$ cat config.mk
export PLATFORM = sky130hd
export DESIGN_NAME = key_matrix_change_detector_flat
export DESIGN_NICKNAME = d
export VERILOG_FILES = /design/src/sv/kmcd_pkg.sv /design/src/sv/kmcd_ifs.sv /design/src/sv/kmcd_lane.sv /design/src/sv/kmcd_merge.sv /design/src/sv/key_matrix_change_detector.sv /design/src/flat_wrapper.sv
export VERILOG_INCLUDE_DIRS = /design/src /design/src/sv
export SDC_FILE = /design/constraint.sdc
export NUM_CORES = 1
export LEC_CHECK = 0
export ABC_CLOCK_PERIOD_IN_PS = 4800
export BUFFER_PORTS_ARGS = -buffer_cell sky130_fd_sc_hd__buf_4
export CAP_MARGIN = 20
export CORE_ASPECT_RATIO = 1.2
export CORE_MARGIN = 10
export CORE_UTILIZATION = 32
export CTS_CLUSTER_DIAMETER = 80
export DETAILED_ROUTE_END_ITERATION = 10
export HOLD_SLACK_MARGIN = 0.12
export SLEW_MARGIN = 20
export SYNTH_ARGS = -nofsm -noshare
export SYNTH_HDL_FRONTEND = slang
export SYNTH_SLANG_ARGS = --single-unit
$ cat constraint.sdc
create_clock -name i_clk -period 4.8 [get_ports i_clk]
set_input_delay 0.24 -clock i_clk [delete_from_list [all_inputs] [get_ports i_clk]]
set_output_delay 0.24 -clock i_clk [all_outputs]
set_load 0.02 [all_outputs]
$ cat src/sv/assert_macros.svh
// Assertion macros used by the key matrix change detector RTL.
`ifndef ASSERT_MACROS_SVH
`define ASSERT_MACROS_SVH
`ifndef SYNTH
// Same-cycle implication, checked outside reset.
`define ASSERT_IMPL(label, clk, rst_n, ante, cons) \
    label: assert property (@(posedge clk) disable iff (!rst_n) (ante) |-> (cons)) \
        else $error("assertion failed");
// Next-cycle implication, checked outside reset.
`define ASSERT_NEXT(label, clk, rst_n, ante, cons) \
    label: assert property (@(posedge clk) disable iff (!rst_n) (ante) |=> (cons)) \
        else $error("assertion failed");
`else
`define ASSERT_IMPL(label, clk, rst_n, ante, cons)
`define ASSERT_NEXT(label, clk, rst_n, ante, cons)
`endif
`endif

$ cat src/sv/kmcd_pkg.sv
// Shared types and constants of the key matrix change detector.
package kmcd_pkg;

    localparam int ROW_W     = 3;
    localparam int COL_W     = 4;
    localparam int MAP_W     = 16;
    localparam int ROW_CNT_W = 4;
    localparam int COL_CNT_W = 5;
    localparam int CFG_IDX_W = 4;
    localparam int CFG_DAT_W = 5;

    localparam logic [CFG_IDX_W-1:0] CFG_ROW_COUNT = 4'd0;
    localparam logic [CFG_IDX_W-1:0] CFG_COL_COUNT = 4'd1;

    localparam logic [ROW_CNT_W-1:0] ROW_COUNT_RST = 4'd8;
    localparam logic [COL_CNT_W-1:0] COL_COUNT_RST = 5'd16;

    // One scanned row that has at least one changed key.
    typedef struct packed {
        logic [ROW_W-1:0] row;
        logic [MAP_W-1:0] change;
        logic [MAP_W-1:0] closed;
    } t_scan;

endpackage

$ cat src/sv/kmcd_ifs.sv
// Valid/ready channel interfaces of the key matrix change detector.
interface kmcd_sample_if;
    import kmcd_pkg::*;
    logic             valid;
    logic             ready;
    logic [ROW_W-1:0] row_index;
    logic [MAP_W-1:0] col_levels;
    modport source (output valid, output row_index, output col_levels, input ready);
    modport sink   (input valid, input row_index, input col_levels, output ready);
endinterface

interface kmcd_event_if;
    import kmcd_pkg::*;
    logic             valid;
    logic             ready;
    logic [ROW_W-1:0] event_row;
    logic [COL_W-1:0] event_col;
    logic             pressed;
    logic             last_event;
    modport source (output valid, output event_row, output event_col, output pressed,
                    output last_event, input ready);
    modport sink   (input valid, input event_row, input event_col, input pressed,
                    input last_event, output ready);
endinterface

interface kmcd_cfg_if;
    import kmcd_pkg::*;
    logic                 valid;
    logic                 ready;
    logic [CFG_IDX_W-1:0] index;
    logic [CFG_DAT_W-1:0] data;
    modport source (output valid, output index, output data, input ready);
    modport sink   (input valid, input index, input data, output ready);
endinterface

$ cat src/sv/kmcd_lane.sv
// One column lane: compares the sampled level with the held bit.
module kmcd_lane (
    input  logic i_en,
    input  logic i_level,
    input  logic i_held,
    output logic o_change,
    output logic o_closed,
    output logic o_held_next
);
    // A low level means the key is closed; a change is closed differing from held.
    assign o_closed    = ~i_level;
    assign o_change    = i_en & (o_closed ^ i_held);
    assign o_held_next = o_change ? o_closed : i_held;
endmodule

$ cat src/sv/kmcd_merge.sv
// Merging stage: turns a row's change vector into events, lowest column first.
module kmcd_merge (
    input  logic                  i_clk,
    input  logic                  i_rst_n,
    input  logic                  i_load,
    input  kmcd_pkg::t_scan       i_scan,
    output logic                  o_can_take,
    kmcd_event_if.source          o_event
);
    import kmcd_pkg::*;
    `include "assert_macros.svh"

    logic             r_pend_valid;
    logic [ROW_W-1:0] r_pend_row;
    logic [MAP_W-1:0] r_pend_change;
    logic [MAP_W-1:0] r_pend_closed;

    logic             r_out_valid;
    logic [ROW_W-1:0] r_out_row;
    logic [COL_W-1:0] r_out_col;
    logic             r_out_pressed;
    logic             r_out_last;

    logic [MAP_W-1:0] pick;
    logic [MAP_W-1:0] n_change;
    logic [COL_W-1:0] pick_col;
    logic             pick_last;
    logic             load_out;

    // Isolate the lowest pending column and encode its number.
    always_comb begin
        pick     = r_pend_change & (~r_pend_change + 1'b1);
        n_change = r_pend_change & ~pick;
        pick_col = '0;
        for (int k = 0; k < MAP_W; k++) begin
            if (pick[k]) begin
                pick_col = pick_col | COL_W'(k);
            end
        end
        pick_last = (n_change == '0);
    end

    assign load_out   = r_pend_valid && (!r_out_valid || o_event.ready);
    assign o_can_take = !r_pend_valid || (load_out && pick_last);

    always_ff @(posedge i_clk) begin
        if (!i_rst_n) begin
            r_pend_valid <= 1'b0;
        end else if (i_load) begin
            r_pend_valid <= 1'b1;
        end else if (load_out && pick_last) begin
            r_pend_valid <= 1'b0;
        end
    end

    always_ff @(posedge i_clk) begin
        if (i_load) begin
            r_pend_row    <= i_scan.row;
            r_pend_change <= i_scan.change;
            r_pend_closed <= i_scan.closed;
        end else if (load_out) begin
            r_pend_change <= n_change;
        end
    end

    always_ff @(posedge i_clk) begin
        if (!i_rst_n) begin
            r_out_valid <= 1'b0;
        end else if (load_out) begin
            r_out_valid <= 1'b1;
        end else if (o_event.ready) begin
            r_out_valid <= 1'b0;
        end
    end

    always_ff @(posedge i_clk) begin
        if (load_out) begin
            r_out_row     <= r_pend_row;
            r_out_col     <= pick_col;
            r_out_pressed <= |(pick & r_pend_closed);
            r_out_last    <= pick_last;
        end
    end

    assign o_event.valid      = r_out_valid;
    assign o_event.event_row  = r_out_row;
    assign o_event.event_col  = r_out_col;
    assign o_event.pressed    = r_out_pressed;
    assign o_event.last_event = r_out_last;

    `ASSERT_IMPL(a_pend_nonempty, i_clk, i_rst_n, r_pend_valid, r_pend_change != '0)
    `ASSERT_IMPL(a_load_when_free, i_clk, i_rst_n, i_load, o_can_take)
    `ASSERT_NEXT(a_more_follow, i_clk, i_rst_n, load_out && !pick_last, r_pend_valid)
    `ASSERT_NEXT(a_last_sent, i_clk, i_rst_n, load_out && pick_last && !i_load, !r_pend_valid)
endmodule

$ cat src/sv/key_matrix_change_detector.sv
// Top level of the key matrix change detector.
// Each accepted row sample is compared with that row's pressed-key bitmap by one
// lane per column in the accept cycle, and the bitmap is updated in the same cycle,
// so samples of the same row may follow one another directly. A sample with no
// change, or with a row outside the rows in use, gives no event. A sample with n
// changed keys gives n events, at most 16, one per cycle while the event sink is
// ready, from a single output register in ascending column order; the next sample
// is taken in the cycle in which the last event of the previous one enters the
// output register. The bitmap is cleared by reset. Configuration writes are always
// taken; unknown register indexes are ignored.
module key_matrix_change_detector #(
    parameter int ROWS = 8,
    parameter int COLS = 16
) (
    input  logic          i_clk,
    input  logic          i_rst_n,
    kmcd_sample_if.sink   i_sample,
    kmcd_event_if.source  o_event,
    kmcd_cfg_if.sink      i_cfg
);
    import kmcd_pkg::*;

    localparam int MAP_DEPTH = (ROWS < (1 << ROW_W)) ? ROWS : (1 << ROW_W);
    localparam int MAP_AW    = (MAP_DEPTH > 1) ? $clog2(MAP_DEPTH) : 1;
    localparam int COL_LIM   = (COLS < MAP_W) ? COLS : MAP_W;

    logic [ROW_CNT_W-1:0] r_row_count;
    logic [COL_CNT_W-1:0] r_col_count;
    logic [MAP_W-1:0]     r_map [MAP_DEPTH];

    logic             accept;
    logic             row_ok;
    logic             can_take;
    logic [MAP_W-1:0] held;
    logic [MAP_W-1:0] change;
    logic [MAP_W-1:0] closed;
    logic [MAP_W-1:0] n_map;
    t_scan            scan;

    assign accept = i_sample.valid && i_sample.ready;
    assign row_ok = ({1'b0, i_sample.row_index} < r_row_count)
                 && (32'(i_sample.row_index) < ROWS);
    assign held   = row_ok ? r_map[i_sample.row_index[MAP_AW-1:0]] : '0;

    for (genvar j = 0; j < MAP_W; j++) begin : g_lane
        logic en;
        assign en = (j < COL_LIM) && (COL_CNT_W'(j) < r_col_count) && row_ok;
        kmcd_lane u_lane (
            .i_en        (en),
            .i_level     (i_sample.col_levels[j]),
            .i_held      (held[j]),
            .o_change    (change[j]),
            .o_closed    (closed[j]),
            .o_held_next (n_map[j])
        );
    end

    assign scan.row    = i_sample.row_index;
    assign scan.change = change;
    assign scan.closed = closed;

    kmcd_merge u_merge (
        .i_clk      (i_clk),
        .i_rst_n    (i_rst_n),
        .i_load     (accept && (change != '0)),
        .i_scan     (scan),
        .o_can_take (can_take),
        .o_event    (o_event)
    );

    assign i_sample.ready = can_take;
    assign i_cfg.ready    = 1'b1;

    always_ff @(posedge i_clk) begin
        if (!i_rst_n) begin
            r_row_count <= ROW_COUNT_RST;
            r_col_count <= COL_COUNT_RST;
        end else if (i_cfg.valid) begin
            case (i_cfg.index)
                CFG_ROW_COUNT: r_row_count <= i_cfg.data[ROW_CNT_W-1:0];
                CFG_COL_COUNT: r_col_count <= i_cfg.data[COL_CNT_W-1:0];
                default: ;
            endcase
        end
    end

    always_ff @(posedge i_clk) begin
        if (!i_rst_n) begin
            for (int r = 0; r < MAP_DEPTH; r++) begin
                r_map[r] <= '0;
            end
        end else if (accept && row_ok) begin
            r_map[i_sample.row_index[MAP_AW-1:0]] <= n_map;
        end
    end
endmodule

$ cat src/flat_wrapper.sv
// flat-port wrapper written by rule: the top's interface ports become plain ports
module key_matrix_change_detector_flat import kmcd_pkg::*;
#(
    parameter int ROWS = 8,
    parameter int COLS = 16
)
  (i_clk, i_rst_n, i_sample_valid, i_sample_row_index, i_sample_col_levels, i_sample_ready, o_event_valid, o_event_event_row, o_event_event_col, o_event_pressed, o_event_last_event, o_event_ready, i_cfg_valid, i_cfg_index, i_cfg_data, i_cfg_ready);
  kmcd_sample_if i_sample_i ();
  kmcd_event_if o_event_i ();
  kmcd_cfg_if i_cfg_i ();
  input  logic i_clk;
  input  logic i_rst_n;
  input wire logic [$bits(i_sample_i.valid)-1:0] i_sample_valid;
  input wire logic [$bits(i_sample_i.row_index)-1:0] i_sample_row_index;
  input wire logic [$bits(i_sample_i.col_levels)-1:0] i_sample_col_levels;
  output wire logic [$bits(i_sample_i.ready)-1:0] i_sample_ready;
  output wire logic [$bits(o_event_i.valid)-1:0] o_event_valid;
  output wire logic [$bits(o_event_i.event_row)-1:0] o_event_event_row;
  output wire logic [$bits(o_event_i.event_col)-1:0] o_event_event_col;
  output wire logic [$bits(o_event_i.pressed)-1:0] o_event_pressed;
  output wire logic [$bits(o_event_i.last_event)-1:0] o_event_last_event;
  input wire logic [$bits(o_event_i.ready)-1:0] o_event_ready;
  input wire logic [$bits(i_cfg_i.valid)-1:0] i_cfg_valid;
  input wire logic [$bits(i_cfg_i.index)-1:0] i_cfg_index;
  input wire logic [$bits(i_cfg_i.data)-1:0] i_cfg_data;
  output wire logic [$bits(i_cfg_i.ready)-1:0] i_cfg_ready;
  assign i_sample_i.valid = i_sample_valid;
  assign i_sample_i.row_index = i_sample_row_index;
  assign i_sample_i.col_levels = i_sample_col_levels;
  assign i_sample_ready = i_sample_i.ready;
  assign o_event_valid = o_event_i.valid;
  assign o_event_event_row = o_event_i.event_row;
  assign o_event_event_col = o_event_i.event_col;
  assign o_event_pressed = o_event_i.pressed;
  assign o_event_last_event = o_event_i.last_event;
  assign o_event_i.ready = o_event_ready;
  assign i_cfg_i.valid = i_cfg_valid;
  assign i_cfg_i.index = i_cfg_index;
  assign i_cfg_i.data = i_cfg_data;
  assign i_cfg_ready = i_cfg_i.ready;
  key_matrix_change_detector #(.ROWS(ROWS), .COLS(COLS)) u_core (.i_clk(i_clk), .i_rst_n(i_rst_n), .i_sample(i_sample_i), .o_event(o_event_i), .i_cfg(i_cfg_i));
endmodule
### Yosys cells after proc, flatten, opt, wreduce, memory -nomap -nowiden

Memory sizes are Yosys's and may differ from the RTL's.
Index checks and enable logic that the tools add are counted.

| storage, ports and cells | value |
|---|---|
| register bits | 55 |
| bits in latches | 0 |
| bits in writable memories | 128 |
| bits in read-only memories | 0 |
| output and inout bits | 12 |
| logic and storage cells | 168 |
| memories | 1 |

| cells by class | value |
|---|---|
| add/sub/neg operators | 1 |
| multipliers | 0 |
| div/mod/pow operators | 0 |
| magnitude comparators | 17 |
| equal/unequal tests | 1 |
| shift-type cells | 0 |
| multiplexer cells | 43 |
| bitwise gates (word level) | 53 |
| reductions and logical operators | 38 |

Memories:

| name | depth | width | rd ports | clocked after memory_dff | wr ports | RTL line | text |
|---|---|---|---|---|---|---|---|
| u_core.r_map | 8 | 16 | 1 | 0 | 8 | key_matrix_change_detector.sv:29 | `logic [MAP_W-1:0] r_map [MAP_DEPTH];` |

Operators by type and width:

| kind | number |
|---|---|
| $mux W16 | 4 |
| $and A16 B16 Y16 | 3 |
| $lt A4 B5 Y1 const A | 8 |
| $not A16 Y16 | 2 |
| $reduce_or A16 Y1 | 2 |
| $mux W1 | 26 |
| $mux W4 | 6 |
| $logic_and A1 B1 Y1 | 21 |
| $lt A3 B5 Y1 const A | 4 |
| $add A16 B1 Y16 const B | 1 |
| $and A1 B1 Y1 | 16 |
| $logic_not A16 Y1 | 1 |
| $not A1 Y1 | 16 |
| $reduce_bool A16 Y1 | 1 |
| $xor A1 B1 Y1 | 16 |
| $mux W3 | 5 |
| $lt A1 B5 Y1 const A | 2 |
| $lt A2 B5 Y1 const A | 2 |
| $reduce_or A8 Y1 | 1 |
| $reduce_bool A2 Y1 | 3 |
| $eq A4 B1 Y1 const B | 1 |
| $logic_not A4 Y1 | 1 |
| $lt A3 B4 Y1 | 1 |
| $mux W2 | 2 |
| 5 further kinds | 8 |

### Logic depth before layout (Yosys ltp)

Gate-level depths: netlist of run 1.

| logic depth | value |
|---|---|
| word-level depth | 16 |
| mapped depth | 12 |

### By module

A second synthesis of run 1 with hierarchy kept.

| second synthesis, totals | value |
|---|---|
| cell total of the unflattened synthesis | 797 |
| area total of the unflattened synthesis | 9123.8 µm² |

Modules (own cells, without submodules):

| module | instances | cells each | area an instance (µm²) |
|---|---|---|---|
| key_matrix_change_detector | 1 | 533 | 6364.9 |
| kmcd_merge | 1 | 200 | 2218.4 |
| kmcd_lane | 16 | 4 | 33.8 |

### Worst setup path before layout of run 1

No wires, ideal clock.

| timing path | value |
|---|---|
| path kind | reg2reg |
| start | reg u_core.u_merge.r_pend_change[3] |
| end | mem u_core.r_map[7][0] (enable) |
| arrival | 3.410 ns |
| setup slack | 1.018 ns |
| stages on the path, launching flop included | 12 |
| path buffers | 4 |
| path through | edfxtp_1 > or2_1 > buf_2 > or4_1 > buf_2 > or3_4 > a21oi_2 > a32oi_2 > or4_1 > buf_2 > buf_6 > nand2_1 |

RTL lines:

| element | RTL line | text |
|---|---|---|
| from (decl) | kmcd_merge.sv:15 | `logic [MAP_W-1:0] r_pend_change;` |
| from (signal assigned) | kmcd_merge.sv:59 | `r_pend_change <= i_scan.change;` |
| from (signal assigned) | kmcd_merge.sv:62 | `r_pend_change <= n_change;` |
| to (decl) | key_matrix_change_detector.sv:29 |  |

==> results of run 1 <==
[worst max-delay path, delay by kind of cell, from the launching register on]
kind | cells | cell delay, ns
AOI/OAI and AO/OA | 2 | 0.45
DFF | 1 | 0.49
and+or+nand+nor | 6 | 2.72
buffers and inverters | 1 | 0.25
[power by group through the flow]
stage	logic [mW]	registers, mW	clock network [mW]
finish	0.449	1.92	1.45
global placement	0.437	1.95	0
floorplan	0.300	1.93	0
detailed placement	0.438	1.95	0
global route	0.493	1.93	1.53
CTS	0.450	1.92	1.46
[final timing paths]
kind              cells after the start  slack, ns                                  end
setup / recovery                      9       0.51                   u_core.r_map[4][1]
hold / removal                        2       0.13      u_core.u_merge.r_pend_closed[1]
setup reg to reg                      9       0.51                   u_core.r_map[4][1]
hold reg to reg                       0       0.42  u_core.u_merge.o_event.event_row[0]
[state kept, by name, indices dropped and copies added, names as in the netlist]
| register | cells |
|---|---|
| u_core.r_map | 128 |
| u_core.u_merge.r_pend_change | 16 |
| u_core.u_merge.r_pend_closed | 16 |
| u_core.r_col_count | 5 |
| u_core.r_row_count | 4 |
| u_core.u_merge.o_event.event_col | 4 |
| u_core.u_merge.o_event.event_row | 3 |
| u_core.u_merge.r_pend_row | 3 |
| u_core.u_merge.o_event.last_event | 1 |
| u_core.u_merge.o_event.pressed | 1 |
| u_core.u_merge.o_event.valid | 1 |
| u_core.u_merge.r_pend_valid | 1 |
[layout make-up]
type                       instances  share of cell area [%]
sequential                       183                    52.8
multi-input combinational        486                    30.4
clock buffer                      17                    4.17
timing repair buffer              73                    5.81
tap                              340                    4.17
inverter                          22                   0.809
clock inverter                    15                    1.88
[layer usage]
layer | wire [µm] | track usage, %
met1 | 9180 | 16.2
met2 | 10500 | 20.8
met5 | 0 | 0
met4 | 521 | 4.91
met3 | 1240 | 2.25
[kinds of logic (layout without fill, tap and decap cells)]
logic type	after synthesis	in the layout	share of synthesized area, %
muxes	57	57	10.1
AOI/OAI and AO/OA	104	104	8.15
DFF	183	183	61.6
and+or+nand+nor	308	308	15.3
other	1	1	0.0429
adders and majority gates	2	2	0.286
buffers and inverters	64	127	3.09
xor gates and xnor gates	14	14	1.40
[synth_stat cells, drive strengths merged (4+ instances only)]
cell type / instances
nand4: 6
a21oi: 15
o32ai: 4
clkbuf: 23
nand2b: 7
nor3: 12
nor2: 160
buf: 19
o211ai: 14
a21o: 4
nand2: 72
dfxtp: 11
nor3b: 5
edfxtp: 172
nand3: 8
and3: 7
inv: 21
o21ai: 30
mux4: 25
or3: 7
nor4: 4
or2: 8
xnor2: 14
nor2b: 6
mux2i: 29
==> metrics.md, run 1 <==
| Metric | Value |
|---|---|
| # IOs | 45 |
| Initial Util | 32.4% |
| Min-delay src | i_sample_col_levels[1] |
| CP Capture Type | register |
| CP max FO | 17 |
| Total setup buffers inserted after CTS | 0 |
| Most common cell after layout, fill and taps aside | edfxtp_1 |
| Final Max Slew Viols | 0 |
| Die footprint | 34400 µm² |
| Reg area | 5390 µm² |
| DR vias | 5937 |
| Core Area | 27000 µm² |
| Post_cts resized | 0 |
| Layout cells sized above 1 | 16.3% |
| Layout Utilization | 37.8% |
| Sw frac | 26.1% |
| Power Internal | 2.82 mW |
| Period utilization | 89.3% |
| Die Ht | 201 µm |
| Cell Area, Placed | 9400 µm² |
| Top_reg_cell synth | edfxtp_1 |
| First-pass GRT wire length | 33.8 mm |
| Final HPWL DP | 15.9 mm |
| Vias/cell | 5.23 |
| DRC viols | 0 |
| Worst Hold Class | input pin to register |
| Status | completed |
| Clock sinks | 183 |
| Sequential power share | 50.3% |
| CTS tree | yes |
| Final hold slack | 0.131 ns |
| Slew headroom | 29.4% |
| Routed wire length | 21.5 mm |
| Sequential share of the synthesized area | 61.6% |
| Netlist cell types | 60 |
| Die width | 171 µm |
| Setup Skew | 0.00956 ns |
| Area contributors post-synth | edfxtp_1 (59%), nor2_1 (6.8%), mux4_2 (6.4%) |
| Yosys warning count | 0 |
| TritonCTS buffer count | 17 |
| Per-cell routed wire length | 18.9 µm |
| Yosys reg bits | 183 |
| Synth area leader | edfxtp_1 |
| Pwr Total | 3.81 mW |
| Peak VDD IR | 204 µV |
| Critical Path Source Type | register |
| Reg clk slew, reported paths | 0.07 ns |
| Max Clk Rate | 233 MHz |
| Total GRT Usage | 12.7% |
| Clock Power Share | 37.9% |
| Worst r2r src | u_core.u_merge.r_pend_change[0] |
| Hold-fix buffers at CTS | 18 |
| Worst Setup SP | u_core.u_merge.r_pend_change[0] |
| Synth async-reset ratio | 0% |
| Arrival time at the worst endpoint | 4.36 ns |
| Total congestion overflow | 0 |
| Critical path required time | 4.87 ns |
| Vias in the first global route | 5943 |
| Antenna viol nets, final | 0 |
| Synthesized area per cell | 11.9 µm² |
| Max cap viols | 0 |
| Antenna Cells | 0 |
| Setup violations, final | 0 |
| Post-synth EDFFs | 172 |
| Syn Nets | 768 |
| Minimum clock period | 4.29 ns |
| Final cell count without fillers | 1136 |
| Initial antenna violation count | 0 |
| CP max stage delay | 0.67 ns |
| RSZ-0062 raised after global routing | no |
| Port buffer count | 43 |
| P_leak | 3.73 nW |
| Mapped Cells | 733 |
| P&R area growth vs syn | 16.7% |
| Rows | 66 |
| Fillcell total | 2530 |
| Worst Tran Pin Value | 1.05 ns |
| Multi-input gate area | 3100 µm² |
| Placer Congestion | 0.819 |
| Final net count | 818 |
| Clock buffer depth | 2 |
| Synth Cell Area | 8750 µm² |
| Crit path cell chain | or3_1, or4_1, or3_4, a21oi_2, a32oi_2, nor2_2, nand4_1, buf_4, nand2_1 |
| Logic gate share of total power | 11.8% |
| Setup TNS | 0 ns |
| DR iter-0 viols | 541 |
| Crit-path slowest cell | or4_1 |
| Final Hold Fails | 0 |
| First-pass DRT Iterations | 6 |
| Htree depth | 4 |
| Placed cells | 1086 |
| Place WS | 0.565 ns |
| Crit Path Category | register to register |
| Largest net degree at the start of global routing | 47 |
| Most frequent cells in the layout | edfxtp_1 (172), nor2_1 (159), nand2_1 (72) |
| Top cell type's share of synthesized area | 59.0% |
| Worst Slack Setup Final | 0.512 ns |
| Clock latency on the worst-skew pair | 0.43 ns |
| NetSw | 0.996 mW |
| Clock root buffer | clkbuf_16 |
| Power per cell area | 374 nW/µm² |
| Fin area | 10200 µm² |
Power figures use the tool's default switching activity.
==> run 2, diff against run 1 <==
Settings changed: CORE_ASPECT_RATIO 1.2 to default.
==> metrics.md, run 2 (synthesis gave the netlist of run 1 again) <==
| Metric | Value |
|---|---|
| Cell family with most CP delay | simple AND/OR/NAND/NOR gates |
| Setup violations, final | 0 (unchanged) |
| P&R area growth vs syn | 16.0% |
| Sequential power share | 51.4% (+1.1 points) |
| DR iter-0 viols | 635 (+17%) |
| DRC viols | 0 (unchanged) |
| Arrival time at the worst endpoint | 4.42 ns (+0.06 ns) |
| RSZ-0062 raised after global routing | no |
| Peak VDD IR | 223 µV (+9.3%) |
| Largest registers | u_core.r_map (128), u_core.u_merge.r_pend_change (16), u_core.u_merge.r_pend_closed (16) |
| Crit Path Category | register to register |
| Period utilization | 90.6% (+1.3 points) |
| Placed cells | 1089 (+0.28%) |
| Total congestion overflow | 0 (unchanged) |
| Cell Area, Placed | 9420 µm² (+0.17%) |
| Minimum clock period | 4.35 ns (+0.0606 ns) |
| Total setup buffers inserted after CTS | 0 (unchanged) |
| DR vias | 6082 (+2.4%) |
| Routed wire length | 22.8 mm (+6.0%) |
| Final Max Slew Viols | 0 (unchanged) |
| Place WS | 0.446 ns (-0.120 ns) |
| Largest net degree at the start of global routing | 47 (unchanged) |
| Critical Path Source Type | register |
| Max FFs per register | 128 (unchanged) |
| Layout Utilization | 37.6% (-0.15 points) |
| Post_cts resized | 0 (unchanged) |
| Final hold slack | 0.143 ns (+0.0119 ns) |
| Clock sinks | 183 (unchanged) |
| Clock Power Share | 36.4% (-1.5 points) |
| Final net count | 818 (unchanged) |
| Worst r2r src | u_core.u_merge.r_pend_change[0] |
| Total GRT Usage | 13.5% (+0.82 points) |
| Biggest register | u_core.r_map |
| Final Hold Fails | 0 (unchanged) |
| Vias in the first global route | 5888 (-0.93%) |
| Antenna viol nets, final | 0 (unchanged) |
| Die Ht | 185 µm (-7.8%) |
| Crit path cell chain | or3_1, nor4_1, a21oi_1, nor4_1, a32oi_2, nor2_2, nand4_1, buf_4, nand2_1 |
| Logic gate share of total power | 12.2% (+0.4 points) |
| Min-delay src | i_sample_col_levels[9] |
| Layout cells sized above 1 | 16.5% (+0.13 points) |
| Worst Setup SP | u_core.u_merge.r_pend_change[0] |
| # IOs | 45 (unchanged) |
| Reg clk slew, reported paths | 0.07 ns (about the same) |
| First-pass DRT Iterations | 5 (-1) |
| Port buffer count | 43 (unchanged) |
| Power per cell area | 369 nW/µm² (-1.4%) |
| P_leak | 3.72 nW (-0.44%) |
| Pwr Total | 3.74 mW (-1.9%) |
| Per-cell routed wire length | 20.0 µm (+5.9%) |
| Die footprint | 34300 µm² (about the same) |
| Buf/Inv on CP | 1 (unchanged) |
| Status | completed |
| NetSw | 1.02 mW (+2.8%) |
| Rows | 60 (-9.1%) |
| Setup TNS | 0 ns (unchanged) |
| Critical Path Most Common Cell | nor4_1 |
| Worst Slack Setup Final | 0.451 ns (-0.0606 ns) |
| Vias/cell | 5.35 (+2.4%) |
| Most common cell after layout, fill and taps aside | edfxtp_1 |
| Slew headroom | 29.3% (-0.14 points) |
| Worst Hold Class | input pin to register |
| Max Clk Rate | 230 MHz (-1.4%) |
| Fin area | 10100 µm² (-0.59%) |
| Max cap viols | 0 (unchanged) |
| Power Internal | 2.72 mW (-3.6%) |
| CP max FO | 17 (unchanged) |
| Core Area | 27000 µm² (-0.19%) |
| Clock buffer depth | 2 (unchanged) |
| CP max stage delay | 0.57 ns (-0.10 ns) |
| Initial antenna violation count | 0 (unchanged) |
| Clock root buffer | clkbuf_16 |
| Clock latency on the worst-skew pair | 0.44 ns (about the same) |
| Critical path required time | 4.87 ns (about the same) |
| Final HPWL DP | 16.4 mm (+3.3%) |
| Worst Tran Pin Value | 1.06 ns (+0.00214 ns) |
| Most frequent cells in the layout | edfxtp_1 (172), nor2_1 (159), nand2_1 (72) |
| Antenna Cells | 0 (unchanged) |
| First-pass GRT wire length | 35.1 mm (+3.9%) |
| Sw frac | 27.4% (+1.3 points) |
| Setup Skew | 0.0192 ns (+0.00966 ns) |
| Final cell count without fillers | 1137 (+0.088%) |
| TritonCTS buffer count | 17 (unchanged) |
| Initial Util | 32.5% (+0.063 points) |
| Die width | 185 µm (+8.4%) |
| Crit-path slowest cell | or3_1 |
| CP Capture Type | register |
| Placer Congestion | 0.939 (+15%) |
| CTS tree | yes |
| Htree depth | 4 (unchanged) |
| Hold-fix buffers at CTS | 16 (-2) |
[run 2: cell count changes in the layout (fill, tap and decap cells not counted), sizes merged]
cell / delta
buf: +2
bufinv: -2
dlygate4sd3: -2
inv: +2
clkbuf: +1
clkinvlp: -1
[run 2: worst reg2reg max path, cell delays in order (launching register included)]
cell and delay, ns:
edfxtp_1 0.48, or3_1 0.57, nor4_1 0.52, a21oi_1 0.14
nor4_1 0.57, a32oi_2 0.35, nor2_2 0.42, nand4_1 0.16
buf_4 0.25, nand2_1 0.53
[run 2: layout make-up]
class	count	area, µm²
multi-input combinational	486	3100
timing repair buffer	73	588
inverter	22	82.6
fill	2594	16800
tap	341	427
clock buffer	18	429
sequential	183	5390
clock inverter	14	138
[run 2: final timing paths]
path / cells past startpoint / slack, ns / endpoint
worst max-delay path: 9 / 0.45 / u_core.r_map[6][10]
worst min-delay path: 2 / 0.14 / u_core.u_merge.r_pend_closed[9]
worst max register to register: 9 / 0.45 / u_core.r_map[6][10]
worst min register to register: 0 / 0.44 / u_core.u_merge.o_event.event_row[0]
[run 2: layer usage]
layer	vias to the layer above	global-route usage [%]	wire length [µm]
li1	2792	-	-
met1	3015	18.8	10300
met2	247	20.2	10300
met3	28	3.37	1710
met4	0	4.10	394
met5	-	0	0
[run 2: power groups by stage]
stage | Combinational [mW] | Clock (mW) | Sequential (mW)
detailed placement | 0.445 | 0 | 1.95
CTS | 0.457 | 1.39 | 1.92
floorplan | 0.300 | 0 | 1.93
global route | 0.498 | 1.45 | 1.93
global placement | 0.442 | 0 | 1.95
finish | 0.456 | 1.36 | 1.92
